===== config.mk =====
export PLATFORM = sky130hd
export DESIGN_NAME = utf8_to_rtf_escape_core
export DESIGN_NICKNAME = d
export VERILOG_FILES = /design/src/rtl/u2rtf_pkg.sv /design/src/rtl/u2rtf_front.sv /design/src/rtl/u2rtf_cmd_fifo.sv /design/src/rtl/u2rtf_back.sv /design/src/rtl/utf8_to_rtf_escape_core.sv
export SDC_FILE = /design/constraint.sdc
export NUM_CORES = 1
export LEC_CHECK = 0
export ABC_AREA = 1
export BUFFER_PORTS_ARGS = -buffer_cell sky130_fd_sc_hd__buf_2
export CAP_MARGIN = 30
export CORE_MARGIN = 4
export CORE_UTILIZATION = 55
export DETAILED_ROUTE_END_ITERATION = 16
export PLACE_DENSITY_LB_ADDON = 0.15
export SLEW_MARGIN = 10
export SYNTH_ARGS = -nofsm -noshare
export SYNTH_HDL_FRONTEND = slang
export SYNTH_SLANG_ARGS = --single-unit

===== constraint.sdc =====
create_clock -name clock -period 9.3 [get_ports clock]
set_input_delay 1.86 -clock clock [delete_from_list [all_inputs] [get_ports clock]]
set_output_delay 1.86 -clock clock [all_outputs]
set_load 0.05 [all_outputs]

===== src/rtl/u2rtf_pkg.sv =====
// Shared types, constants and character helpers for the UTF-8 to RTF escaper.
`timescale 1ns / 1ps
package u2rtf_pkg;

   // Kind of tail output that follows the leading replacement escapes of a command
   typedef enum logic [2:0] {
      K_NONE,
      K_CHAR,
      K_WORD,
      K_UNIT1,
      K_UNIT2,
      K_HEX
   } kind_type;

   typedef struct packed {
      logic [2:0]  fffd_cnt;  // number of \u-3? escapes emitted first
      kind_type    kind;
      logic        esc;       // K_CHAR: prefix a backslash
      logic        is_tab;    // K_WORD: \tab instead of \line
      logic [7:0]  ch;        // K_CHAR / K_HEX byte
      logic [15:0] u0;        // first 16-bit unit
      logic [15:0] u1;        // low surrogate for K_UNIT2
   } cmd_type;

   localparam int FifoDepth = 4;
   localparam int FifoAw    = $clog2(FifoDepth);

   localparam logic [15:0] Replacement = 16'hfffd;

   localparam logic [7:0] ChBslash = 8'h5c;
   localparam logic [7:0] ChU      = 8'h75;
   localparam logic [7:0] ChMinus  = 8'h2d;
   localparam logic [7:0] ChQmark  = 8'h3f;
   localparam logic [7:0] ChQuote  = 8'h27;
   localparam logic [7:0] ChZero   = 8'h30;
   localparam logic [7:0] ChSpace  = 8'h20;
   localparam logic [7:0] ChSemi   = 8'h3b;
   localparam logic [7:0] ChLbrace = 8'h7b;
   localparam logic [7:0] ChRbrace = 8'h7d;
   localparam logic [7:0] ChLf     = 8'h0a;
   localparam logic [7:0] ChTab    = 8'h09;
   localparam logic [7:0] ChCr     = 8'h0d;
   localparam logic [7:0] ChDel    = 8'h7f;

   function automatic logic [7:0] hex_char(input logic [3:0] n);
      if (n < 4'd10) return 8'h30 + {4'd0, n};
      else return 8'h57 + {4'd0, n};
   endfunction

   // "\line " or "\tab ", one character per index
   function automatic logic [7:0] word_char(input logic is_tab, input logic [2:0] idx);
      logic [7:0] c;
      c = ChSpace;
      if (is_tab) begin
         case (idx)
            3'd0: c = ChBslash;
            3'd1: c = 8'h74;
            3'd2: c = 8'h61;
            3'd3: c = 8'h62;
            default: c = ChSpace;
         endcase
      end else begin
         case (idx)
            3'd0: c = ChBslash;
            3'd1: c = 8'h6c;
            3'd2: c = 8'h69;
            3'd3: c = 8'h6e;
            3'd4: c = 8'h65;
            default: c = ChSpace;
         endcase
      end
      return c;
   endfunction

   function automatic logic [2:0] word_last(input logic is_tab);
      return is_tab ? 3'd4 : 3'd5;
   endfunction

   function automatic logic [15:0] pow10(input logic [2:0] pos);
      logic [15:0] p;
      case (pos)
         3'd0: p = 16'd1;
         3'd1: p = 16'd10;
         3'd2: p = 16'd100;
         3'd3: p = 16'd1000;
         default: p = 16'd10000;
      endcase
      return p;
   endfunction

endpackage


===== src/rtl/u2rtf_front.sv =====
// Front end: UTF-8 sequence tracking and classification of each byte into an output command.
`timescale 1ns / 1ps
module u2rtf_front (
   input  logic                 clock,
   input  logic                 reset,
   input  logic                 font_mode,
   input  logic                 req_valid,
   output logic                 req_ready,
   input  logic [7:0]           req_byte,
   input  logic                 req_end,
   input  logic                 fifo_full,
   output logic                 push,
   output u2rtf_pkg::cmd_type   cmd
);
   import u2rtf_pkg::*;

   logic [2:0]  need_ff, need_in;
   logic [2:0]  fill_ff, fill_in;
   logic [14:0] acc_ff, acc_in;

   logic [20:0] cp;
   logic [2:0]  fill_nx;
   logic [2:0]  lead_len;
   logic        cp_ok;
   logic        do_fresh;
   logic        tail_en;
   logic [20:0] tail_cp;
   logic [19:0] sup;
   logic [7:0]  fch;
   logic [7:0]  tch;
   logic        accept;

   assign req_ready = !fifo_full;
   assign accept    = req_valid && !fifo_full;

   assign cp      = {acc_ff, req_byte[5:0]};
   assign fill_nx = 3'(fill_ff + 3'd1);

   always_comb begin
      case (req_byte) inside
         [8'hc2:8'hdf]: lead_len = 3'd2;
         [8'he0:8'hef]: lead_len = 3'd3;
         [8'hf0:8'hf4]: lead_len = 3'd4;
         default:       lead_len = 3'd0;
      endcase
   end

   always_comb begin
      cp_ok = (cp <= 21'h10ffff) && !(cp >= 21'h00d800 && cp <= 21'h00dfff);
      if (need_ff == 3'd2 && cp < 21'h80) cp_ok = 1'b0;
      if (need_ff == 3'd3 && cp < 21'h800) cp_ok = 1'b0;
      if (need_ff == 3'd4 && cp < 21'h10000) cp_ok = 1'b0;
   end

   always_comb begin
      need_in  = need_ff;
      fill_in  = fill_ff;
      acc_in   = acc_ff;
      cmd      = '0;
      cmd.kind = K_NONE;
      do_fresh = 1'b0;
      tail_en  = 1'b0;
      tail_cp  = '0;
      sup      = '0;
      tch      = '0;
      fch      = req_byte;

      if (font_mode) begin
         need_in = '0;
         fill_in = '0;
         if (req_byte < ChSpace || req_byte == ChDel || req_byte == ChSemi) fch = ChSpace;
         cmd.ch = fch;
         if (fch[7] || fch == ChBslash || fch == ChLbrace || fch == ChRbrace)
            cmd.kind = K_HEX;
         else
            cmd.kind = K_CHAR;
      end else if (need_ff == 3'd0) begin
         do_fresh = 1'b1;
      end else if (req_byte[7:6] != 2'b10) begin
         // broken sequence: one escape per buffered byte, then decode this byte afresh
         cmd.fffd_cnt = fill_ff;
         need_in      = '0;
         fill_in      = '0;
         do_fresh     = 1'b1;
      end else if (fill_nx == need_ff) begin
         need_in = '0;
         fill_in = '0;
         if (cp_ok) begin
            tail_en = 1'b1;
            tail_cp = cp;
         end else begin
            cmd.fffd_cnt = need_ff;
         end
      end else if (req_end) begin
         cmd.fffd_cnt = fill_nx;
         need_in      = '0;
         fill_in      = '0;
      end else begin
         fill_in = fill_nx;
         acc_in  = cp[14:0];
      end

      if (do_fresh) begin
         if (!req_byte[7]) begin
            tail_en = 1'b1;
            tail_cp = {13'd0, req_byte};
         end else if (lead_len == 3'd0 || req_end) begin
            cmd.fffd_cnt = 3'(cmd.fffd_cnt + 3'd1);
         end else begin
            need_in = lead_len;
            fill_in = 3'd1;
            case (lead_len)
               3'd2:    acc_in = {10'd0, req_byte[4:0]};
               3'd3:    acc_in = {11'd0, req_byte[3:0]};
               default: acc_in = {12'd0, req_byte[2:0]};
            endcase
         end
      end

      if (tail_en) begin
         if (tail_cp < 21'h80) begin
            tch    = {1'b0, tail_cp[6:0]};
            cmd.ch = tch;
            case (tch)
               ChBslash, ChLbrace, ChRbrace: begin
                  cmd.kind = K_CHAR;
                  cmd.esc  = 1'b1;
               end
               ChLf: cmd.kind = K_WORD;
               ChTab: begin
                  cmd.kind   = K_WORD;
                  cmd.is_tab = 1'b1;
               end
               ChCr: cmd.kind = K_NONE;
               default: begin
                  if (tch < ChSpace) cmd.fffd_cnt = 3'(cmd.fffd_cnt + 3'd1);
                  else cmd.kind = K_CHAR;
               end
            endcase
         end else if (tail_cp <= 21'hffff) begin
            cmd.kind = K_UNIT1;
            cmd.u0   = tail_cp[15:0];
         end else begin
            // split into a surrogate pair
            sup      = 20'(tail_cp - 21'h10000);
            cmd.kind = K_UNIT2;
            cmd.u0   = 16'hd800 | {6'd0, sup[19:10]};
            cmd.u1   = 16'hdc00 | {6'd0, sup[9:0]};
         end
      end
   end

   assign push = accept && (cmd.fffd_cnt != 3'd0 || cmd.kind != K_NONE);

   always_ff @(posedge clock) begin
      if (accept) acc_ff <= acc_in;
      if (reset) begin
         need_ff <= '0;
         fill_ff <= '0;
      end else if (accept) begin
         need_ff <= need_in;
         fill_ff <= fill_in;
      end
   end

endmodule


===== src/rtl/u2rtf_cmd_fifo.sv =====
// Short command queue between the classifier and the character sequencer.
`timescale 1ns / 1ps
module u2rtf_cmd_fifo (
   input  logic                 clock,
   input  logic                 reset,
   input  logic                 push,
   input  u2rtf_pkg::cmd_type   push_data,
   output logic                 full,
   input  logic                 pop,
   output u2rtf_pkg::cmd_type   head,
   output logic                 not_empty
);
   import u2rtf_pkg::*;

   cmd_type             mem_ff [FifoDepth];
   logic [FifoAw-1:0]   wr_ptr_ff;
   logic [FifoAw-1:0]   rd_ptr_ff;
   logic [FifoAw:0]     count_ff;

   assign full      = count_ff == (FifoAw + 1)'(FifoDepth);
   assign not_empty = count_ff != '0;
   assign head      = mem_ff[rd_ptr_ff];

   always_ff @(posedge clock) begin
      if (push) mem_ff[wr_ptr_ff] <= push_data;
      if (reset) begin
         wr_ptr_ff <= '0;
         rd_ptr_ff <= '0;
         count_ff  <= '0;
      end else begin
         if (push) wr_ptr_ff <= FifoAw'(wr_ptr_ff + 1'b1);
         if (pop) rd_ptr_ff <= FifoAw'(rd_ptr_ff + 1'b1);
         if (push && !pop) count_ff <= (FifoAw + 1)'(count_ff + 1'b1);
         else if (pop && !push) count_ff <= (FifoAw + 1)'(count_ff - 1'b1);
      end
   end

`ifndef SYNTHESIS
   a_no_overflow: assert property (@(posedge clock) disable iff (reset) push |-> !full)
      else $error("command pushed into full queue");
   a_no_underflow: assert property (@(posedge clock) disable iff (reset) pop |-> not_empty)
      else $error("command popped from empty queue");
`endif

endmodule


===== src/rtl/u2rtf_back.sv =====
// Back end: expands one queued command into RTF characters, one beat per cycle unless the output stalls.
`timescale 1ns / 1ps
module u2rtf_back (
   input  logic                 clock,
   input  logic                 reset,
   input  logic                 cmd_valid,
   input  u2rtf_pkg::cmd_type   cmd,
   output logic                 cmd_pop,
   output logic                 rsp_tvalid,
   input  logic                 rsp_tready,
   output logic [7:0]           rsp_tdata,
   output logic                 rsp_tlast
);
   import u2rtf_pkg::*;

   typedef enum logic [3:0] {
      S_START, S_TAIL, S_UBS, S_UU, S_UNEG, S_UDIG, S_UQ,
      S_CHR, S_WORD, S_HEX_Q, S_HEX_HI, S_HEX_LO
   } state_type;

   typedef enum logic [1:0] {STG_FFFD, STG_TAIL, STG_LOW} stage_type;

   state_type   st_ff, st_in;
   stage_type   stage_ff, stage_in;
   logic [2:0]  left_ff, left_in;
   logic        neg_ff, neg_in;
   logic [15:0] rem_ff, rem_in;
   logic [2:0]  pos_ff, pos_in;
   logic [2:0]  widx_ff, widx_in;
   logic        out_valid_ff, out_valid_in;
   logic [7:0]  out_data_ff, out_data_in;
   logic        out_last_ff, out_last_in;

   logic        advance;
   logic        emit;
   logic [7:0]  ch;
   logic        last;
   logic        tail_first;
   logic        load_en;
   logic [15:0] load_v;
   logic [15:0] mag;
   logic [15:0] p10;
   logic [3:0]  dig;
   logic [16:0] sel_m;

   assign advance = !out_valid_ff || rsp_tready;
   assign emit    = advance && cmd_valid;

   // current decimal digit: largest multiple of the place value not above the remainder
   always_comb begin
      p10   = pow10(pos_ff);
      dig   = '0;
      sel_m = '0;
      for (int k = 1; k < 10; k++) begin
         if ({1'b0, rem_ff} >= 17'(k) * {1'b0, p10}) begin
            dig   = 4'(k);
            sel_m = 17'(k) * {1'b0, p10};
         end
      end
   end

   always_comb begin
      st_in      = st_ff;
      stage_in   = stage_ff;
      left_in    = left_ff;
      neg_in     = neg_ff;
      rem_in     = rem_ff;
      pos_in     = pos_ff;
      widx_in    = widx_ff;
      ch         = ChBslash;
      last       = 1'b0;
      cmd_pop    = 1'b0;
      tail_first = 1'b0;
      load_en    = 1'b0;
      load_v     = Replacement;
      mag        = '0;

      if (emit) begin
         case (st_ff)
            S_START: begin
               if (cmd.fffd_cnt != 3'd0) begin
                  load_en  = 1'b1;
                  stage_in = STG_FFFD;
                  left_in  = 3'(cmd.fffd_cnt - 3'd1);
               end else begin
                  tail_first = 1'b1;
               end
            end
            S_TAIL: tail_first = 1'b1;
            S_UBS: begin
               load_en = 1'b1;
               if (stage_ff == STG_LOW) load_v = cmd.u1;
               else if (stage_ff == STG_TAIL) load_v = cmd.u0;
            end
            S_UU: begin
               ch    = ChU;
               st_in = neg_ff ? S_UNEG : S_UDIG;
            end
            S_UNEG: begin
               ch    = ChMinus;
               st_in = S_UDIG;
            end
            S_UDIG: begin
               ch     = ChZero + {4'd0, dig};
               rem_in = 16'(({1'b0, rem_ff}) - sel_m);
               if (pos_ff == 3'd0) st_in = S_UQ;
               else pos_in = 3'(pos_ff - 3'd1);
            end
            S_UQ: begin
               ch = ChQmark;
               if (stage_ff == STG_FFFD && left_ff != 3'd0) begin
                  left_in = 3'(left_ff - 3'd1);
                  st_in   = S_UBS;
               end else if (stage_ff == STG_FFFD && cmd.kind != K_NONE) begin
                  st_in = S_TAIL;
               end else if (stage_ff == STG_TAIL && cmd.kind == K_UNIT2) begin
                  stage_in = STG_LOW;
                  st_in    = S_UBS;
               end else begin
                  last    = 1'b1;
                  cmd_pop = 1'b1;
                  st_in   = S_START;
               end
            end
            S_CHR: begin
               ch      = cmd.ch;
               last    = 1'b1;
               cmd_pop = 1'b1;
               st_in   = S_START;
            end
            S_WORD: begin
               ch = word_char(cmd.is_tab, widx_ff);
               if (widx_ff == word_last(cmd.is_tab)) begin
                  last    = 1'b1;
                  cmd_pop = 1'b1;
                  st_in   = S_START;
               end else begin
                  widx_in = 3'(widx_ff + 3'd1);
               end
            end
            S_HEX_Q: begin
               ch    = ChQuote;
               st_in = S_HEX_HI;
            end
            S_HEX_HI: begin
               ch    = hex_char(cmd.ch[7:4]);
               st_in = S_HEX_LO;
            end
            S_HEX_LO: begin
               ch      = hex_char(cmd.ch[3:0]);
               last    = 1'b1;
               cmd_pop = 1'b1;
               st_in   = S_START;
            end
            default: st_in = S_START;
         endcase

         if (tail_first) begin
            case (cmd.kind)
               K_CHAR: begin
                  if (cmd.esc) begin
                     st_in = S_CHR;
                  end else begin
                     ch      = cmd.ch;
                     last    = 1'b1;
                     cmd_pop = 1'b1;
                     st_in   = S_START;
                  end
               end
               K_WORD: begin
                  widx_in = 3'd1;
                  st_in   = S_WORD;
               end
               K_UNIT1, K_UNIT2: begin
                  load_en  = 1'b1;
                  load_v   = cmd.u0;
                  stage_in = STG_TAIL;
               end
               K_HEX: st_in = S_HEX_Q;
               default: begin
                  last    = 1'b1;
                  cmd_pop = 1'b1;
                  st_in   = S_START;
               end
            endcase
         end

         // latch a 16-bit unit as sign, magnitude and leading digit place
         if (load_en) begin
            neg_in = load_v[15];
            mag    = load_v[15] ? 16'(17'h10000 - {1'b0, load_v}) : load_v;
            rem_in = mag;
            if (mag >= 16'd10000) pos_in = 3'd4;
            else if (mag >= 16'd1000) pos_in = 3'd3;
            else if (mag >= 16'd100) pos_in = 3'd2;
            else if (mag >= 16'd10) pos_in = 3'd1;
            else pos_in = 3'd0;
            st_in = S_UU;
         end
      end

      out_valid_in = out_valid_ff;
      out_data_in  = out_data_ff;
      out_last_in  = out_last_ff;
      if (advance) begin
         out_valid_in = emit;
         out_data_in  = ch;
         out_last_in  = last;
      end
   end

   always_ff @(posedge clock) begin
      neg_ff      <= neg_in;
      rem_ff      <= rem_in;
      pos_ff      <= pos_in;
      widx_ff     <= widx_in;
      left_ff     <= left_in;
      out_data_ff <= out_data_in;
      out_last_ff <= out_last_in;
      if (reset) begin
         st_ff        <= S_START;
         stage_ff     <= STG_FFFD;
         out_valid_ff <= 1'b0;
      end else begin
         st_ff        <= st_in;
         stage_ff     <= stage_in;
         out_valid_ff <= out_valid_in;
      end
   end

   assign rsp_tvalid = out_valid_ff;
   assign rsp_tdata  = out_data_ff;
   assign rsp_tlast  = out_last_ff;

`ifndef SYNTHESIS
   a_pop_on_last: assert property (@(posedge clock) disable iff (reset)
      cmd_pop |=> (rsp_tvalid && rsp_tlast))
      else $error("command retired without a last beat");
   a_digit_range: assert property (@(posedge clock) disable iff (reset)
      (st_ff == S_UDIG) |-> (pos_ff <= 3'd4))
      else $error("decimal place out of range");
`endif

endmodule


===== src/rtl/utf8_to_rtf_escape_core.sv =====
// Top level of the UTF-8 to RTF escaper: mode register, classifier, queue and sequencer.
`timescale 1ns / 1ps
// Each input beat is one UTF-8 byte (tlast marks the end of the text); the
// output gives one RTF character per beat, tlast on the last character that
// byte causes. The classifier takes one byte per cycle while its four-entry
// command queue has room; the sequencer emits one character per cycle while
// the output is not stalled. A byte produces 1 character for plain ASCII,
// 4 to 6 for control words and hex escapes, 5 to 9 for each \uN? unit, up to
// 21 for a broken four-byte sequence. Bytes that only extend a sequence, and
// carriage returns, produce nothing. The mode register must be written through
// the csr channel only while the block is idle; the block does not enforce it.
module utf8_to_rtf_escape_core (
   input  logic       clock,
   input  logic       reset,
   input  logic       req_tvalid,
   output logic       req_tready,
   input  logic [7:0] req_tdata,   // [7:0] in_byte
   input  logic       req_tlast,   // text_end
   output logic       rsp_tvalid,
   input  logic       rsp_tready,
   output logic [7:0] rsp_tdata,   // [7:0] out_char
   output logic       rsp_tlast,   // run_last
   input  logic       csr_valid,
   output logic       csr_ready,
   input  logic       csr_data     // font_name_mode
);
   import u2rtf_pkg::*;

   logic    font_mode_ff;
   logic    push;
   logic    pop;
   logic    full;
   logic    not_empty;
   cmd_type push_cmd;
   cmd_type head_cmd;

   assign csr_ready = 1'b1;

   always_ff @(posedge clock) begin
      if (reset) font_mode_ff <= 1'b0;
      else if (csr_valid) font_mode_ff <= csr_data;
   end

   u2rtf_front u_front (
      .clock     (clock),
      .reset     (reset),
      .font_mode (font_mode_ff),
      .req_valid (req_tvalid),
      .req_ready (req_tready),
      .req_byte  (req_tdata),
      .req_end   (req_tlast),
      .fifo_full (full),
      .push      (push),
      .cmd       (push_cmd)
   );

   u2rtf_cmd_fifo u_fifo (
      .clock     (clock),
      .reset     (reset),
      .push      (push),
      .push_data (push_cmd),
      .full      (full),
      .pop       (pop),
      .head      (head_cmd),
      .not_empty (not_empty)
   );

   u2rtf_back u_back (
      .clock      (clock),
      .reset      (reset),
      .cmd_valid  (not_empty),
      .cmd        (head_cmd),
      .cmd_pop    (pop),
      .rsp_tvalid (rsp_tvalid),
      .rsp_tready (rsp_tready),
      .rsp_tdata  (rsp_tdata),
      .rsp_tlast  (rsp_tlast)
   );

endmodule

==> impl_metrics.tcl <==
set metrics [dict create \
    clk_latency_ns 0.56 \
    drt_first_pass_iters 6 \
    grt-ovfl-total 0 \
    fp-row-count 66 \
    synth-edff-count 222 \
    hold_class "flip-flop to flip-flop" \
    finalCritPeriodShare_pct 85.4 \
    rsz0062_at_grt "false" \
    fp.dieH_um 191 \
    postCtsSetupBuffers 0 \
    regArea_sq_um 7130 \
    grt_max_degree 79 \
    cts_made_buffers 28 \
    tritoncts "yes" \
    slowest_delay_ns 0.41 \
    ioPinCount 27 \
    cpMostUsedCell "nand2_1" \
    ys_warn_count 0 \
    critical_path.slowest_cell "edfxtp_1" \
    period_needed_ns 7.94 \
    cts.htree.levels 1 \
    fp.dieW_um 191 \
    skew_ns 0.0116 \
    critPathKind "flip-flop to flip-flop" \
    syn2layout_area_growth_pct 8.00 \
    finalHoldViolations 0 \
    grt_pass1_wl_um 86800 \
    via_per_inst 5.84 \
    clkTransAtPathRegs_ns 0.06 \
    crit_family "simple AND/OR/NAND/NOR gates" \
    tightest_slew_ns 1.13 \
    first_iter_violations 1292 \
    die_area_sq_um 36400 \
    antenna_found_initial 0 \
    wire_per_inst_um 19.7 \
    slew_viol_final 0 \
    drc 0 \
    diodes 0 \
    cp_num_buf_inv 7 \
    yosysUniqueCellTypes 70 \
    clock_sinks 245 \
    avgSynthCellArea_sq_um 7.91 \
    mostFrequentLayoutCell "nand2_1" \
    status "completed" \
    ys_seq_elements 245 \
    fill_cells 3001 \
    cts_hold_buf 0 \
    fp.coreArea_sq_um 32800 \
    num_vias 16421 \
    grt_usage_pct 30.1 \
    nets 2527 \
    start_util_pct 56.1 \
    ys_seq_area_share_pct 38.8 \
    ant_nets 0 \
    hpwl_um 41600 \
    async_flop_share_pct 0 \
    fmax_mhz 126 \
    grt_pass1_vias 16011 \
    setup_viol 0 \
    start_kind "flip-flop" \
    clock_path_buffers 3 \
    synthesis.area_sq_um 18400 \
    gp_congestion 0.996 \
    multi_input_area_sq_um 9900 \
    wl_um 55300 \
    portBuffers 25 \
    cts_resized 0 \
    relSlewSlack_pct 23.0 \
    cp_data_required_time_ns 9.60 \
    cts_root_buffer "clkbuf_16" \
    endpoint_kind "flip-flop" \
    final_layout_size_suffix_gt1_share_pct 7.43 \
    syn_inst 2324 \
    max-cap-violations 0 \
    cp_max_fo 16 \
    critPathArrivalTime_ns 8.25 \
    synth_ff_type "edfxtp_1" \
    final_cell_mix "nand2_1, inv_1, nor2_1" \
    tns_ns 0 \
]
worst paths after layout:
| check | from | to | slack, ns | depth (start not counted) |
|---|---|---|---|---|
| setup / recovery | u_back.pos_ff[0] | u_back.rem_ff[11] | 1.36 | 40 |
| hold / removal | u_fifo.rd_ptr_ff[1] | u_fifo.rd_ptr_ff[1] | 0.47 | 2 |
| setup reg to reg | u_back.pos_ff[0] | u_back.rem_ff[11] | 1.36 | 40 |
| hold reg to reg | u_fifo.rd_ptr_ff[1] | u_fifo.rd_ptr_ff[1] | 0.47 | 2 |
cell usage after synthesis (8+ instances only):
master	instances	share of area [%]
clkbuf_1	18	0.37
buf_2	20	0.54
inv_1	262	5.3
o22ai_1	17	0.58
buf_6	10	0.61
o21ai_0	166	4.5
nand2_2	20	0.68
o211ai_1	30	1.2
or2_2	10	0.34
o21ai_1	10	0.27
dfxtp_1	23	2.5
nand4_1	38	1.3
inv_2	14	0.29
o22a_1	8	0.38
a31oi_1	13	0.44
nand2_1	530	11
ha_1	153	10
edfxtp_1	222	36
nor2_1	251	5.1
nor3_1	26	0.71
a21oi_1	149	4.1
nand3b_1	13	0.53
xnor2_1	14	0.67
nand3_1	146	4.0
fa_1	9	0.98
xor2_1	16	0.76
routing by layer:
metal	vias up	track usage (%)	share of wire, %
met3	145	3.19	5.2
met1	7688	37.5	41
met4	0	15.5	5.7
li1	8044	-	-
met2	544	51.9	48
met5	-	0	0
logic make-up (layout without fill, tap and decap cells):
kind of cell / count (synthesis) / in the layout / synth area share, %
buffers and inverters: 339 / 379 / 7.65
DFF: 245 / 245 / 38.8
xor gates and xnor gates: 31 / 31 / 1.52
other: 2 / 8 / 0.0408
AOI/OAI and AO/OA: 469 / 469 / 15.0
adders and majority gates: 162 / 162 / 11.4
and+or+nand+nor: 1076 / 1076 / 25.6
sequential cells by signal, indices dropped and copies added, names as in the netlist, 2 cells and up, named ones only:
signal            cells
u_back.rsp_tdata      8
u_fifo.mem_ff       172
u_back.pos_ff         3
u_fifo.wr_ptr_ff      2
u_back.widx_ff        3
u_front.fill_ff       3
u_front.need_ff       3
u_front.acc_ff       15
u_back.rem_ff        16
u_back.st_ff          4
u_fifo.rd_ptr_ff      2
u_back.stage_ff       2
u_back.left_ff        3
u_fifo.count_ff       3
tightest hold or removal path, stage by stage (launching register included):
cell	delay, ns
dfxtp_1	0.30
inv_1	0.06
a21oi_1	0.07
stage by stage:
step	std cells	setup slack, ns	utilization (%)	cell area [sq um]	hold WS, ns
2_1_floorplan	2330	2.63	-	18400	0.436
3_3_place_gp	2761	1.75	57.7	18900	0.447
3_5_place_dp	2761	1.46	57.7	18900	0.460
4_1_cts	2811	1.44	60.5	19800	0.468
5_1_grt	2812	0.564	60.6	19900	0.498
6_report	2812	1.36	60.6	19900	0.473
layout make-up:
type	instances	share of cell area (%)
Multi-Input combinational cell	1746	49.9
Sequential cell	245	35.9
Inverter	284	5.41
Clock buffer	32	3.71
Tap cell	442	2.79
Timing Repair Buffer	45	1.39
Clock inverter	18	0.926
Power is not shown: default switching activity piles up to over one toggle a cycle in this logic, so the estimate is an artifact.
